--- src/rtl/twe_pkg.sv ---
package twe_pkg;

  // Build-time sizing of the event builder.
  localparam int NUM_CHANNELS = 36;
  localparam int TIME_BITS    = 48;
  localparam int ENERGY_BITS  = 16;

  // Fixed port widths.
  localparam int CH_PORT_W   = 6;
  localparam int MASK_PORT_W = 36;
  localparam int WINDOW_W    = 32;

  // Memory index width and the width of one stored entry.
  localparam int CH_W   = (NUM_CHANNELS > 1) ? $clog2(NUM_CHANNELS) : 1;
  localparam int KEPT_W = TIME_BITS + ENERGY_BITS;

  // Signed width that holds a timestamp difference and the window.
  localparam int DIFF_W = (TIME_BITS + 2 > WINDOW_W + 2) ? TIME_BITS + 2 : WINDOW_W + 2;

  // Configuration port.
  localparam int APB_ADDR_W = 3;
  localparam int APB_DATA_W = 32;
  localparam logic REG_WINDOW = 1'b0;
  localparam logic [WINDOW_W-1:0] WINDOW_RESET = 32'd1000;

  // Input operation codes.
  localparam logic OP_HIT   = 1'b0;
  localparam logic OP_FLUSH = 1'b1;

  typedef enum logic [1:0] {
    ST_IDLE,
    ST_DECIDE,
    ST_DR_ISSUE,
    ST_DR_LOAD
  } twe_state_t;

  // Request from the sequencer to the kept-hit memory.
  typedef struct packed {
    logic              rd_en;
    logic [CH_W-1:0]   rd_addr;
    logic              wr_en;
    logic [CH_W-1:0]   wr_addr;
    logic [KEPT_W-1:0] wr_data;
  } mem_req_t;

endpackage

--- src/rtl/twe_hit_if.sv ---
interface twe_hit_if import twe_pkg::*; ();
  logic                   valid;
  logic                   ready;
  logic                   operation;
  logic [CH_PORT_W-1:0]   hit_channel;
  logic [TIME_BITS-1:0]   hit_time;
  logic [ENERGY_BITS-1:0] hit_energy;

  modport source (output valid, operation, hit_channel, hit_time, hit_energy, input ready);
  modport sink (input valid, operation, hit_channel, hit_time, hit_energy, output ready);
endinterface

--- src/rtl/twe_rec_if.sv ---
interface twe_rec_if import twe_pkg::*; ();
  logic                   valid;
  logic                   ready;
  logic [CH_PORT_W-1:0]   out_channel;
  logic [TIME_BITS-1:0]   out_time;
  logic [ENERGY_BITS-1:0] out_energy;
  logic [MASK_PORT_W-1:0] event_channels;
  logic [TIME_BITS-1:0]   event_start;
  logic                   last;

  modport source (output valid, out_channel, out_time, out_energy, event_channels,
                  event_start, last, input ready);
  modport sink (input valid, out_channel, out_time, out_energy, event_channels,
                event_start, last, output ready);
endinterface

--- src/rtl/twe_kept_mem.sv ---
module twe_kept_mem import twe_pkg::*; (
  input  logic              clk,
  input  mem_req_t          req,
  output logic [KEPT_W-1:0] rd_data
);

  // One entry per channel: kept timestamp above kept energy.
  logic [KEPT_W-1:0] mem [NUM_CHANNELS];

  // Write port.
  always_ff @(posedge clk) begin
    if (req.wr_en) begin
      mem[req.wr_addr] <= req.wr_data;
    end
  end

  // Registered read port; the data holds until the next read.
  always_ff @(posedge clk) begin
    if (req.rd_en) begin
      rd_data <= mem[req.rd_addr];
    end
  end

endmodule

--- src/rtl/twe_apb_regs.sv ---
module twe_apb_regs import twe_pkg::*; (
  input  logic                  clk,
  input  logic                  rst,
  input  logic                  psel,
  input  logic                  penable,
  input  logic                  pwrite,
  input  logic [APB_ADDR_W-1:0] paddr,
  input  logic [APB_DATA_W-1:0] pwdata,
  output logic [APB_DATA_W-1:0] prdata,
  output logic                  pready,
  output logic [WINDOW_W-1:0]   window_ticks
);

  logic reg_index;

  assign reg_index = paddr[2];
  assign pready    = 1'b1;

  // Register write in the access phase.
  always_ff @(posedge clk) begin
    if (rst) begin
      window_ticks <= WINDOW_RESET;
    end else if (psel && penable && pwrite && (reg_index == REG_WINDOW)) begin
      window_ticks <= pwdata[WINDOW_W-1:0];
    end
  end

  // Read data; addresses beyond the register list read as zero.
  always_comb begin
    prdata = '0;
    if ((paddr[1:0] == 2'b00) && (reg_index == REG_WINDOW)) begin
      prdata = APB_DATA_W'(window_ticks);
    end
  end

endmodule

--- src/rtl/twe_ctrl.sv ---
module twe_ctrl import twe_pkg::*; (
  input  logic                clk,
  input  logic                rst,
  input  logic [WINDOW_W-1:0] window_ticks,
  twe_hit_if.sink             hits,
  twe_rec_if.source           records,
  output mem_req_t            mem_req,
  input  logic [KEPT_W-1:0]   mem_rd_data
);

  twe_state_t state, state_next;

  // Captured input transaction.
  logic                   op_q;
  logic [CH_PORT_W-1:0]   ch_q;
  logic [TIME_BITS-1:0]   t_q;
  logic [ENERGY_BITS-1:0] e_q;

  // Event state and drain bookkeeping.
  logic [NUM_CHANNELS-1:0] mask, mask_next;
  logic [TIME_BITS-1:0]    evt_ref, evt_ref_next;
  logic [NUM_CHANNELS-1:0] rem, rem_next;
  logic                    pend, pend_next;
  logic [CH_W-1:0]         cur_ch, cur_ch_next;

  // Output register.
  logic                   out_valid;
  logic                   out_load;
  logic [CH_PORT_W-1:0]   out_channel;
  logic [TIME_BITS-1:0]   out_time;
  logic [ENERGY_BITS-1:0] out_energy;
  logic [MASK_PORT_W-1:0] out_mask;
  logic [TIME_BITS-1:0]   out_start;
  logic                   out_last;

  logic                   accept;
  logic                   in_ch_ok;
  logic                   ch_ok;
  logic [CH_W-1:0]        chi;
  logic                   present;
  logic                   in_window;
  logic [ENERGY_BITS-1:0] kept_e;
  logic [TIME_BITS-1:0]   kept_t;
  logic [CH_W-1:0]        low_idx;
  logic signed [DIFF_W-1:0] diff;
  logic signed [DIFF_W-1:0] win_ext;

  assign hits.ready = (state == ST_IDLE);
  assign accept     = hits.valid && hits.ready;
  assign in_ch_ok   = {1'b0, hits.hit_channel} < (CH_PORT_W + 1)'(NUM_CHANNELS);
  assign ch_ok      = {1'b0, ch_q} < (CH_PORT_W + 1)'(NUM_CHANNELS);
  assign chi        = ch_q[CH_W-1:0];
  assign present    = ch_ok && mask[chi];
  assign kept_t     = mem_rd_data[KEPT_W-1:ENERGY_BITS];
  assign kept_e     = mem_rd_data[ENERGY_BITS-1:0];

  // Signed distance of the hit from the reference time against the window.
  assign diff      = $signed(DIFF_W'(t_q)) - $signed(DIFF_W'(evt_ref));
  assign win_ext   = $signed(DIFF_W'(window_ticks));
  assign in_window = diff < win_ext;

  // Lowest channel still waiting to be drained.
  always_comb begin
    low_idx = '0;
    for (int i = NUM_CHANNELS - 1; i >= 0; i--) begin
      if (rem[i]) begin
        low_idx = CH_W'(i);
      end
    end
  end

  // Capture the input transaction.
  always_ff @(posedge clk) begin
    if (accept) begin
      op_q <= hits.operation;
      ch_q <= hits.hit_channel;
      t_q  <= hits.hit_time;
      e_q  <= hits.hit_energy;
    end
  end

  // State and event registers.
  always_ff @(posedge clk) begin
    if (rst) begin
      state   <= ST_IDLE;
      mask    <= '0;
      evt_ref <= '0;
      rem     <= '0;
      pend    <= 1'b0;
    end else begin
      state   <= state_next;
      mask    <= mask_next;
      evt_ref <= evt_ref_next;
      rem     <= rem_next;
      pend    <= pend_next;
    end
  end

  always_ff @(posedge clk) begin
    cur_ch <= cur_ch_next;
  end

  // Sequencer: decide on a hit after its entry is read, or walk the event.
  always_comb begin
    state_next      = state;
    mask_next       = mask;
    evt_ref_next    = evt_ref;
    rem_next        = rem;
    pend_next       = pend;
    cur_ch_next     = cur_ch;
    out_load        = 1'b0;
    mem_req.rd_en   = 1'b0;
    mem_req.rd_addr = hits.hit_channel[CH_W-1:0];
    mem_req.wr_en   = 1'b0;
    mem_req.wr_addr = chi;
    mem_req.wr_data = {t_q, e_q};
    case (state)
      ST_IDLE: begin
        if (accept) begin
          mem_req.rd_en = in_ch_ok;
          state_next    = ST_DECIDE;
        end
      end
      ST_DECIDE: begin
        if (op_q == OP_FLUSH) begin
          if (mask != '0) begin
            rem_next   = mask;
            pend_next  = 1'b0;
            state_next = ST_DR_ISSUE;
          end else begin
            state_next = ST_IDLE;
          end
        end else if (mask == '0) begin
          // First hit opens the event and sets the reference time.
          evt_ref_next  = t_q;
          mem_req.wr_en = ch_ok;
          if (ch_ok) begin
            mask_next = mask | (NUM_CHANNELS'(1) << chi);
          end
          state_next = ST_IDLE;
        end else if (in_window) begin
          // Keep the hit if the channel is new or the energy is higher.
          if (ch_ok && (!present || (e_q > kept_e))) begin
            mem_req.wr_en = 1'b1;
            mask_next     = mask | (NUM_CHANNELS'(1) << chi);
          end
          state_next = ST_IDLE;
        end else begin
          // Outside the window: drain first, then open with this hit.
          rem_next   = mask;
          pend_next  = 1'b1;
          state_next = ST_DR_ISSUE;
        end
      end
      ST_DR_ISSUE: begin
        mem_req.rd_en   = 1'b1;
        mem_req.rd_addr = low_idx;
        cur_ch_next     = low_idx;
        rem_next        = rem & ~(NUM_CHANNELS'(1) << low_idx);
        state_next      = ST_DR_LOAD;
      end
      ST_DR_LOAD: begin
        if (!out_valid || records.ready) begin
          out_load = 1'b1;
          if (rem != '0) begin
            state_next = ST_DR_ISSUE;
          end else begin
            mask_next = '0;
            if (pend) begin
              evt_ref_next  = t_q;
              mem_req.wr_en = ch_ok;
              if (ch_ok) begin
                mask_next = NUM_CHANNELS'(1) << chi;
              end
            end
            state_next = ST_IDLE;
          end
        end
      end
      default: begin
        state_next = ST_IDLE;
      end
    endcase
  end

  // Output register, refilled while the previous record is taken.
  always_ff @(posedge clk) begin
    if (rst) begin
      out_valid <= 1'b0;
    end else if (out_load) begin
      out_valid <= 1'b1;
    end else if (records.ready) begin
      out_valid <= 1'b0;
    end
  end

  always_ff @(posedge clk) begin
    if (out_load) begin
      out_channel <= CH_PORT_W'(cur_ch);
      out_time    <= kept_t;
      out_energy  <= kept_e;
      out_mask    <= MASK_PORT_W'(mask);
      out_start   <= evt_ref;
      out_last    <= (rem == '0);
    end
  end

  assign records.valid          = out_valid;
  assign records.out_channel    = out_channel;
  assign records.out_time       = out_time;
  assign records.out_energy     = out_energy;
  assign records.event_channels = out_mask;
  assign records.event_start    = out_start;
  assign records.last           = out_last;

endmodule

--- src/rtl/time_window_event_builder.sv ---
// Time-window event builder. Hits (channel, timestamp, energy) are grouped into events: the
// first hit sets the reference time, later hits join while their signed time minus the
// reference is below window_ticks, and each channel keeps its highest-energy hit (the earlier
// one on a tie). A hit outside the window, or a flush transaction, drains the open event as
// one record per present channel in ascending channel order, with last on the final record;
// hits on channels at or above the channel count are never kept. An input transaction reads
// the channel's kept entry from the synchronous memory, then is decided and written back. A
// drain adds a memory read and an output load per present channel, plus any record sink
// stalls; no new transaction is taken until the last is done. The kept-hit memory needs no
// clearing after reset, since entry data is only used while its channel is marked present.
module time_window_event_builder import twe_pkg::*; (
  input  logic                  clk,
  input  logic                  rst,
  input  logic                  psel,
  input  logic                  penable,
  input  logic                  pwrite,
  input  logic [APB_ADDR_W-1:0] paddr,
  input  logic [APB_DATA_W-1:0] pwdata,
  output logic [APB_DATA_W-1:0] prdata,
  output logic                  pready,
  twe_hit_if.sink               hits,
  twe_rec_if.source             records
);

  logic [WINDOW_W-1:0] window_ticks;
  mem_req_t            mem_req;
  logic [KEPT_W-1:0]   mem_rd_data;

  // Configuration registers.
  twe_apb_regs u_regs (
    .clk          (clk),
    .rst          (rst),
    .psel         (psel),
    .penable      (penable),
    .pwrite       (pwrite),
    .paddr        (paddr),
    .pwdata       (pwdata),
    .prdata       (prdata),
    .pready       (pready),
    .window_ticks (window_ticks)
  );

  // Event sequencer.
  twe_ctrl u_ctrl (
    .clk          (clk),
    .rst          (rst),
    .window_ticks (window_ticks),
    .hits         (hits),
    .records      (records),
    .mem_req      (mem_req),
    .mem_rd_data  (mem_rd_data)
  );

  // Kept hit per channel.
  twe_kept_mem u_mem (
    .clk     (clk),
    .req     (mem_req),
    .rd_data (mem_rd_data)
  );

endmodule

--- src/flat_wrapper.sv ---
// flat-port wrapper written by rule: the top's interface ports become plain ports
module time_window_event_builder_flat import twe_pkg::*;
  (clk, rst, psel, penable, pwrite, paddr, pwdata, prdata, pready, hits_valid, hits_operation, hits_hit_channel, hits_hit_time, hits_hit_energy, hits_ready, records_valid, records_out_channel, records_out_time, records_out_energy, records_event_channels, records_event_start, records_last, records_ready);
  twe_hit_if hits_i ();
  twe_rec_if records_i ();
  input  logic clk;
  input  logic rst;
  input  logic psel;
  input  logic penable;
  input  logic pwrite;
  input  logic [APB_ADDR_W-1:0] paddr;
  input  logic [APB_DATA_W-1:0] pwdata;
  output logic [APB_DATA_W-1:0] prdata;
  output logic pready;
  input wire logic [$bits(hits_i.valid)-1:0] hits_valid;
  input wire logic [$bits(hits_i.operation)-1:0] hits_operation;
  input wire logic [$bits(hits_i.hit_channel)-1:0] hits_hit_channel;
  input wire logic [$bits(hits_i.hit_time)-1:0] hits_hit_time;
  input wire logic [$bits(hits_i.hit_energy)-1:0] hits_hit_energy;
  output wire logic [$bits(hits_i.ready)-1:0] hits_ready;
  output wire logic [$bits(records_i.valid)-1:0] records_valid;
  output wire logic [$bits(records_i.out_channel)-1:0] records_out_channel;
  output wire logic [$bits(records_i.out_time)-1:0] records_out_time;
  output wire logic [$bits(records_i.out_energy)-1:0] records_out_energy;
  output wire logic [$bits(records_i.event_channels)-1:0] records_event_channels;
  output wire logic [$bits(records_i.event_start)-1:0] records_event_start;
  output wire logic [$bits(records_i.last)-1:0] records_last;
  input wire logic [$bits(records_i.ready)-1:0] records_ready;
  assign hits_i.valid = hits_valid;
  assign hits_i.operation = hits_operation;
  assign hits_i.hit_channel = hits_hit_channel;
  assign hits_i.hit_time = hits_hit_time;
  assign hits_i.hit_energy = hits_hit_energy;
  assign hits_ready = hits_i.ready;
  assign records_valid = records_i.valid;
  assign records_out_channel = records_i.out_channel;
  assign records_out_time = records_i.out_time;
  assign records_out_energy = records_i.out_energy;
  assign records_event_channels = records_i.event_channels;
  assign records_event_start = records_i.event_start;
  assign records_last = records_i.last;
  assign records_i.ready = records_ready;
  time_window_event_builder u_core (.clk(clk), .rst(rst), .psel(psel), .penable(penable), .pwrite(pwrite), .paddr(paddr), .pwdata(pwdata), .prdata(prdata), .pready(pready), .hits(hits_i), .records(records_i));
endmodule
--- config.mk ---
export PLATFORM = sky130hd
export DESIGN_NAME = time_window_event_builder_flat
export DESIGN_NICKNAME = d
export VERILOG_FILES = /design/src/rtl/twe_pkg.sv /design/src/rtl/twe_hit_if.sv /design/src/rtl/twe_rec_if.sv /design/src/rtl/twe_kept_mem.sv /design/src/rtl/twe_apb_regs.sv /design/src/rtl/twe_ctrl.sv /design/src/rtl/time_window_event_builder.sv /design/src/flat_wrapper.sv
export SDC_FILE = /design/constraint.sdc
export NUM_CORES = 2
export LEC_CHECK = 0
export BUFFER_PORTS_ARGS = -buffer_cell sky130_fd_sc_hd__buf_2
export CORE_MARGIN = 5
export CORE_UTILIZATION = 41
export CTS_BUF_LIST = sky130_fd_sc_hd__clkbuf_16
export CTS_CLUSTER_SIZE = 25
export DETAILED_ROUTE_END_ITERATION = 8
export SLEW_MARGIN = 40
export SYNTH_ARGS = -nofsm -noshare
export SYNTH_HDL_FRONTEND = slang
export SYNTH_HIERARCHICAL = 1
export SYNTH_SLANG_ARGS = --single-unit
--- constraint.sdc ---
create_clock -name clk -period 34.3 [get_ports clk]
set_input_delay 6.86 -clock clk [delete_from_list [all_inputs] [get_ports clk]]
set_output_delay 6.86 -clock clk [all_outputs]
set_load 0.005 [all_outputs]
# Yosys cells after proc, flatten, opt, wreduce, memory -nomap -nowiden
# Memory sizes are Yosys's and may differ from the RTL's. A register that Yosys moved wholly into a read port is not among the register bits.
# Index checks and enable logic that the tools add are counted.
# word_totals
output_inout_bits	190
reg_bits	388
ramBits	2304
n_memories	1
inputBits	113
# classes
add_sub_neg	1
eq_ne	18
n_reduce_logical	25
shift	2
magnitude_cmp	5
bitwise	4
n_mux	89
# mem_list
name	depth	width	read_ports	rd_ports_with_merged_regs	write_ports	line_no	text
u_core.u_mem.mem	36	64	1	1	1	twe_kept_mem.sv:8	logic [KEPT_W-1:0] mem [NUM_CHANNELS];
# op_table
op	n
two-way mux 36 bit	13
two-way mux 48 bit	5
two-way mux 6 bit	37
case mux 36 bit (2 select lines)	2
case mux 48 bit (2 select lines)	1
logical NOT 36 bit	2
nonzero test 36 bit	2
<< shifter 1 x 6 -> 36 bit (first input constant)	2
less-than comparator 49 x 33 -> 1 bit	1
subtractor 48 x 48 -> 49 bit	1
AND 36 bit	1
NOT 36 bit	1
OR 36 bit	1
two-way mux 32 bit	1
two-way mux 1 bit	19
!= test 3 bit (second input constant)	6
greater-than comparator 16 bit	1
two-way mux 2 bit	7
!= test 2 bit (second input constant)	7
less-than comparator 6 bit (second input constant)	2
case mux 2 bit (4 select lines)	1
AND reduction 4 bit	2
logical AND 1 bit	7
less-than comparator 6 x 7 -> 1 bit (second input constant)	1
13 further kinds	21

# Longest topological paths before layout
# depth
word_depth	40
depth_mapped	29
ltp_nobuf	28

# By module
# The synthesis kept the hierarchy.
# modules_own_cells
mod	instances	cells_each	area_per_inst_um2	seq_area_each_um2
twe_kept_mem	1	3808	89844.9	71108.2
twe_ctrl	1	1671	17392.9	9449.1
twe_apb_regs	1	178	1672.9	640.6

# Worst setup path after synthesis
# No wires, ideal clock.
# synth_timing
path_kind	input to register
from	input port records_ready
to	memory u_core/u_mem/mem[10][0] (netlist bit), enable pin
t_arrival_ps	17738
stages	7
setup_slack_ps	16075
cell_sequence	nand2b_1 nor2b_1 nand2_1 o32ai_1 nor2b_1 nand3b_1 nor2_1
# synth_lines
element	line_no	text
start, declared	flat_wrapper.sv:28	input wire logic [$bits(records_i.ready)-1:0] records_ready;
end, declared	twe_kept_mem.sv:8	

# Worst setup path in the final report
# layout_timing
from	input port paddr[1]
to	output port prdata[23]
# layout_between
elab_chain_cells	3
# layout_rtl
element	line_no	text
start, declared	flat_wrapper.sv:11	input logic [APB_ADDR_W-1:0] paddr;
logical NOT 2 bit	twe_apb_regs.sv:31	if ((paddr[1:0] == 2'b00) && (reg_index == REG_WINDOW)) begin
logical AND 1 bit	twe_apb_regs.sv:31	
two-way mux 32 bit	twe_apb_regs.sv:31	
end, declared	flat_wrapper.sv:13	output logic [APB_DATA_W-1:0] prdata;
# Every way passes these cells.

==> summary by stage <==
Hold path
The number of cells on the worst hold path is 0. The worst hold-check path type is flip-flop to flip-flop. The origin of the worst min-delay path is u_core/u_mem/rd_data[52].

Pwr
The worst-case IR drop observed on VDD is 56.0 uV. For this design the total switching power over the nets is 1.58 mW. The net switching fraction of the power is 21.8%.

The portion of total power attributed to sequential cells is 51.3%. The share of total power dissipated in combinational logic is 6.2%. The leakage power total is 40.8 nW.

Cell internal power was estimated by the tool at 5.68 mW. Power spread over the standard cell area amounts to 58.1 nW/um2. The proportion of power drawn by the clock network is 42.5%. The final total power is 7.26 mW.

Timing
Setup repair after global routing left no endpoint under its margin. At the pin with the least slew margin, the transition time is 0.920 ns. On the final layout, the worst clock skew is 0.0579 ns. The final number of max-transition violations was 0. The clock period could shrink to 14.85 ns. The final total negative setup slack is 0 ns.

Headroom to the max-slew limit came out at 38.7%. The worst hold slack across all endpoints is 0.419 ns. For this run, the top clock speed supported by timing is 67.4 MHz.

Dividing the final minimum period by the clock period gives 43.3%. The hold violation count in the final report is 0. The count of final setup violators is 0.

Route
The remaining antenna violation count after routing is 0. In the final routing, the length of wire on met1 measures 128000 um. Summed over all layers, the routed wires come to 300000 um. Signal routing reaches up to met5. After detailed routing, the average wire length per cell comes to 30.2 um. In the routed design, unresolved DRC markers number 0. The routed wire length on met2 is 140000 um.

The number of detailed-route iterations in the first pass is 5. The detailed router placed 58000 vias in this run. The wire length on met3 is 23500 um. The routed via count divided by cell count is 5.83. The first-iteration detailed-routing DRC count is 6392.

Yosys
The total number of yosys warnings is 6. The net count after synthesis is 5866. The mean cell area of the mapped netlist is 19.3 um2.

The area share of the largest cell type after synthesis is 71.7%. By area the synthesized netlist is led by edfxtp_1 (72%), mux4_2 (12%), mux2i_1 (3.0%). The top flip-flop cell by instance count after synthesis is edfxtp_1. The share of async-settable or async-resettable flops after synthesis is 0%.

The sequential-to-total area share from yosys stat is 74.6%. Of the total synthesized cell area, the portion taken by XOR and XNOR cells is 0.273%. The area fraction in compound gates after synthesis is 3.63%.

The most instantiated library cell after synthesis is edfxtp_1. The combinational family with the most area after synthesis is multiplexers. Of all cell types, the one taking the most synthesized area is edfxtp_1.

Synthesis produced a netlist whose cell count is 5657. In the synthesized netlist, the cells that appear most often are edfxtp_1 (2600), mux4_2 (577), mux2i_1 (324). Summing the areas of all and, or, nand and nor instances in the mapped netlist gives 3.61% of the synthesized area.

Yosys mapped a number of flops with a built-in enable equal to 2600. In the synthesized netlist, mux cells make up 15.0% of the area. The adder-cell share of the synthesized area is 1.11%. The synthesized cell area is 109000 um2. The post-synthesis cell type count is 89. Synthesis inferred 2756 register bits.

Cells and area
Excluding fillers, the count of instances in the completed layout stands at 9943. After routing the design area is 125000 um2. The layout net count is 6400. The share of cells above drive strength 1 is 24.7%. Compared with the post-synthesis result, the final layout area differs by 14.8%.

CTS
Clock tree synthesis inserted a total of 301 buffers. The root buffer cell is clkbuf_16. For the worst-skew pair, the clock arrives at the later sink with an insertion delay of 0.92 ns. The post-cts sizing count is 0. TritonCTS built the clock tree. The number of setup buffers added after CTS is 0. The number of H-tree levels is 5. The maximum clock path buffer count is 4.

Clock-pin slew was measured on the worst setup and hold paths at 0.06 ns. The count of clock tree sinks is 2756. The number of buffers added to fix hold violations after cts is 0.

Global route
The all-layer global routing usage is 21.3%. The pin count of the biggest net entering global routing is 117. The first global-routing pass estimated 428000 um of wire. The number of global-route vias before repair is 58300. After global routing the overflow that remains totals 0. The initial antenna violation count is 21.

Worst setup path
The setup path with the least slack is of type input pin to output pin. The capturing element of the worst setup path is prdata[23]. The worst flop-to-flop path startpoint is u_core/u_ctrl/t_q[7].

The critical path runs through a total of 4 cells. The arrival time reported for the critical path endpoint is 7.99 ns. The worst setup path is launched from an input pin.

The reg-to-reg critical path endpoint is u_core/u_mem/mem[7][12]. In this design, the largest share of critical-path delay is due to simple AND/OR/NAND/NOR gates. The category of the worst setup path capture point is an output pin.

Counting both buffers and inverters, the worst setup path holds a total of 2. The critical path goes through buf_2, nor3_4, and2_1, buf_2. On the critical path, the stage with the largest delay is an instance of nor3_4. The data required time at the worst endpoint is 27.44 ns. The worst register-to-register path has a depth of 30. The worst setup path startpoint is paddr[1].

The largest single stage delay on the critical path is 0.66 ns. Counting stages on the worst path, the most repeated cell is buf_2. The worst reg-to-reg setup slack is 24.63 ns.

The critical-path maximum fanout is 32.

Placement
The global placement routability congestion is 0.872. The number of I/O port buffers is 301. The post-placement cell area is 116000 um2. The detailed-placement wirelength estimate is 168000 um. The number of placed instances, taps included, is 9418.

Status
The run finished with clean final reports.

Die
The core region area is 265000 um2. The die covers 276000 um2. In this run the vertical extent of the chip is 525 um.

After floorplanning, the core was divided into 189 placement rows. The floorplan step set the die width to 525 um. The number of primary I/O pins is 303.

The starting density of the core is 41.1%.

Run
The count of maximum capacitance violations is 0.
[logic make-up (layout without fill, tap and decap cells)]
group,count (synthesis),after routing
XOR/XNOR,34,34
adder cells (fa/ha/maj),96,96
multiplexers,907,907
other,1,3
AND/OR/NAND/NOR,833,833
flip-flops,2756,2756
AO/OA/AOI/OAI,628,628
buffers and inverters,402,1153
[flip-flops by register name, indices dropped and copies added (netlist names), 2 cells and up]
signal                                cells
u_core/u_ctrl/mask                       36
u_core/u_ctrl/evt_ref                    48
u_core/u_ctrl/records.event_channels     36
u_core/u_ctrl/records.out_channel         6
u_core/u_mem/mem                       2304
u_core/u_mem/rd_data                     64
u_core/u_ctrl/records.event_start        48
u_core/u_regs/window_ticks               32
u_core/u_ctrl/rem                        36
u_core/u_ctrl/t_q                        48
u_core/u_ctrl/state                       2
u_core/u_ctrl/cur_ch                      6
u_core/u_ctrl/ch_q                        6
u_core/u_ctrl/records.out_energy         16
u_core/u_ctrl/records.out_time           48
u_core/u_ctrl/e_q                        16
[power by group through the flow]
| stage | Clock [mW] | Sequential, mW | Combinational [mW] |
|---|---|---|---|
| 2_1_floorplan | 0 | 3.81 | 0.277 |
| 3_3_place_gp | 0 | 3.80 | 0.437 |
| 3_5_place_dp | 0 | 3.80 | 0.451 |
| 4_1_cts | 3.15 | 3.73 | 0.453 |
| 5_1_grt | 3.29 | 3.73 | 0.487 |
| 6_report | 3.09 | 3.73 | 0.451 |
[worst min path at each step]
stage / endpoint / slack [ns]
2_1_floorplan: u_core/u_ctrl/records.out_channel[0] / 0.40
3_3_place_gp: u_core/u_ctrl/records.out_channel[3] / 0.41
3_5_place_dp: u_core/u_ctrl/records.out_channel[3] / 0.41
4_1_cts: u_core/u_ctrl/records.out_channel[3] / 0.42
5_1_grt: u_core/u_ctrl/records.out_time[6] / 0.43
6_report: u_core/u_ctrl/records.out_time[36] / 0.42
[layer usage]
layer	up-vias	GRT usage, %
met4	8	5.70
met5	-	0
li1	24000	-
met2	2536	33.7
met1	30900	31.0
met3	484	3.50
[worst register-to-register path, delay by kind of cell, from the launching register on]
family,cells,cell delay (ns)
and+or+nand+nor,11,3.26
AOI/OAI and AO/OA,13,2.99
buffers and inverters,3,1.56
adders and majority gates,2,0.91
DFF,1,0.38
xor gates and xnor gates,1,0.14
[placed cells by master, fill, tap and decap left out, types with 13 or more instances in the layout]
master,Yosys,routed
nand2b_1,69,69
nor4_1,20,20
a211oi_1,15,15
o21a_1,16,16
buf_6,19,51
clkinv_1,1,64
a211o_1,13,13
buf_4,55,141
o21ai_1,42,42
a22oi_1,26,26
dfxtp_1,156,156
o21ai_0,58,57
o22ai_1,127,127
nand3_1,51,50
ha_1,95,95
nor2_1,203,164
xnor2_1,21,21
mux4_2,577,577
a21oi_1,205,204
nand4_1,22,22
mux2i_1,324,324
and2_1,42,41
bufinv_16,0,24
inv_1,124,181
edfxtp_1,2600,2600
nor3_1,32,31
nor2b_1,21,19
xor2_1,13,13
nor2_4,0,39
nand2_1,310,306
a21o_1,23,22
buf_2,80,300
clkinv_2,0,48
clkbuf_16,0,309
[area by class of cell]
type | instances | area, um2
clock inverter | 211 | 1570
timing repair buffer | 507 | 3450
inverter | 126 | 475
antenna | 2 | 5.00
fill | 22300 | 140000
clock buffer | 309 | 7730
multi-input combinational | 2499 | 26100
sequential | 2756 | 81200
tap | 3533 | 4420
[through the flow]
step | utilization, % | worst slack [ns]
2_1_floorplan | - | 16.08
3_3_place_gp | 43.5 | 19.21
3_5_place_dp | 43.6 | 19.44
4_1_cts | 47.2 | 19.43
5_1_grt | 47.2 | 19.38
6_report | 47.2 | 19.45
No activity file was read; power rests on OpenSTA's default activity.
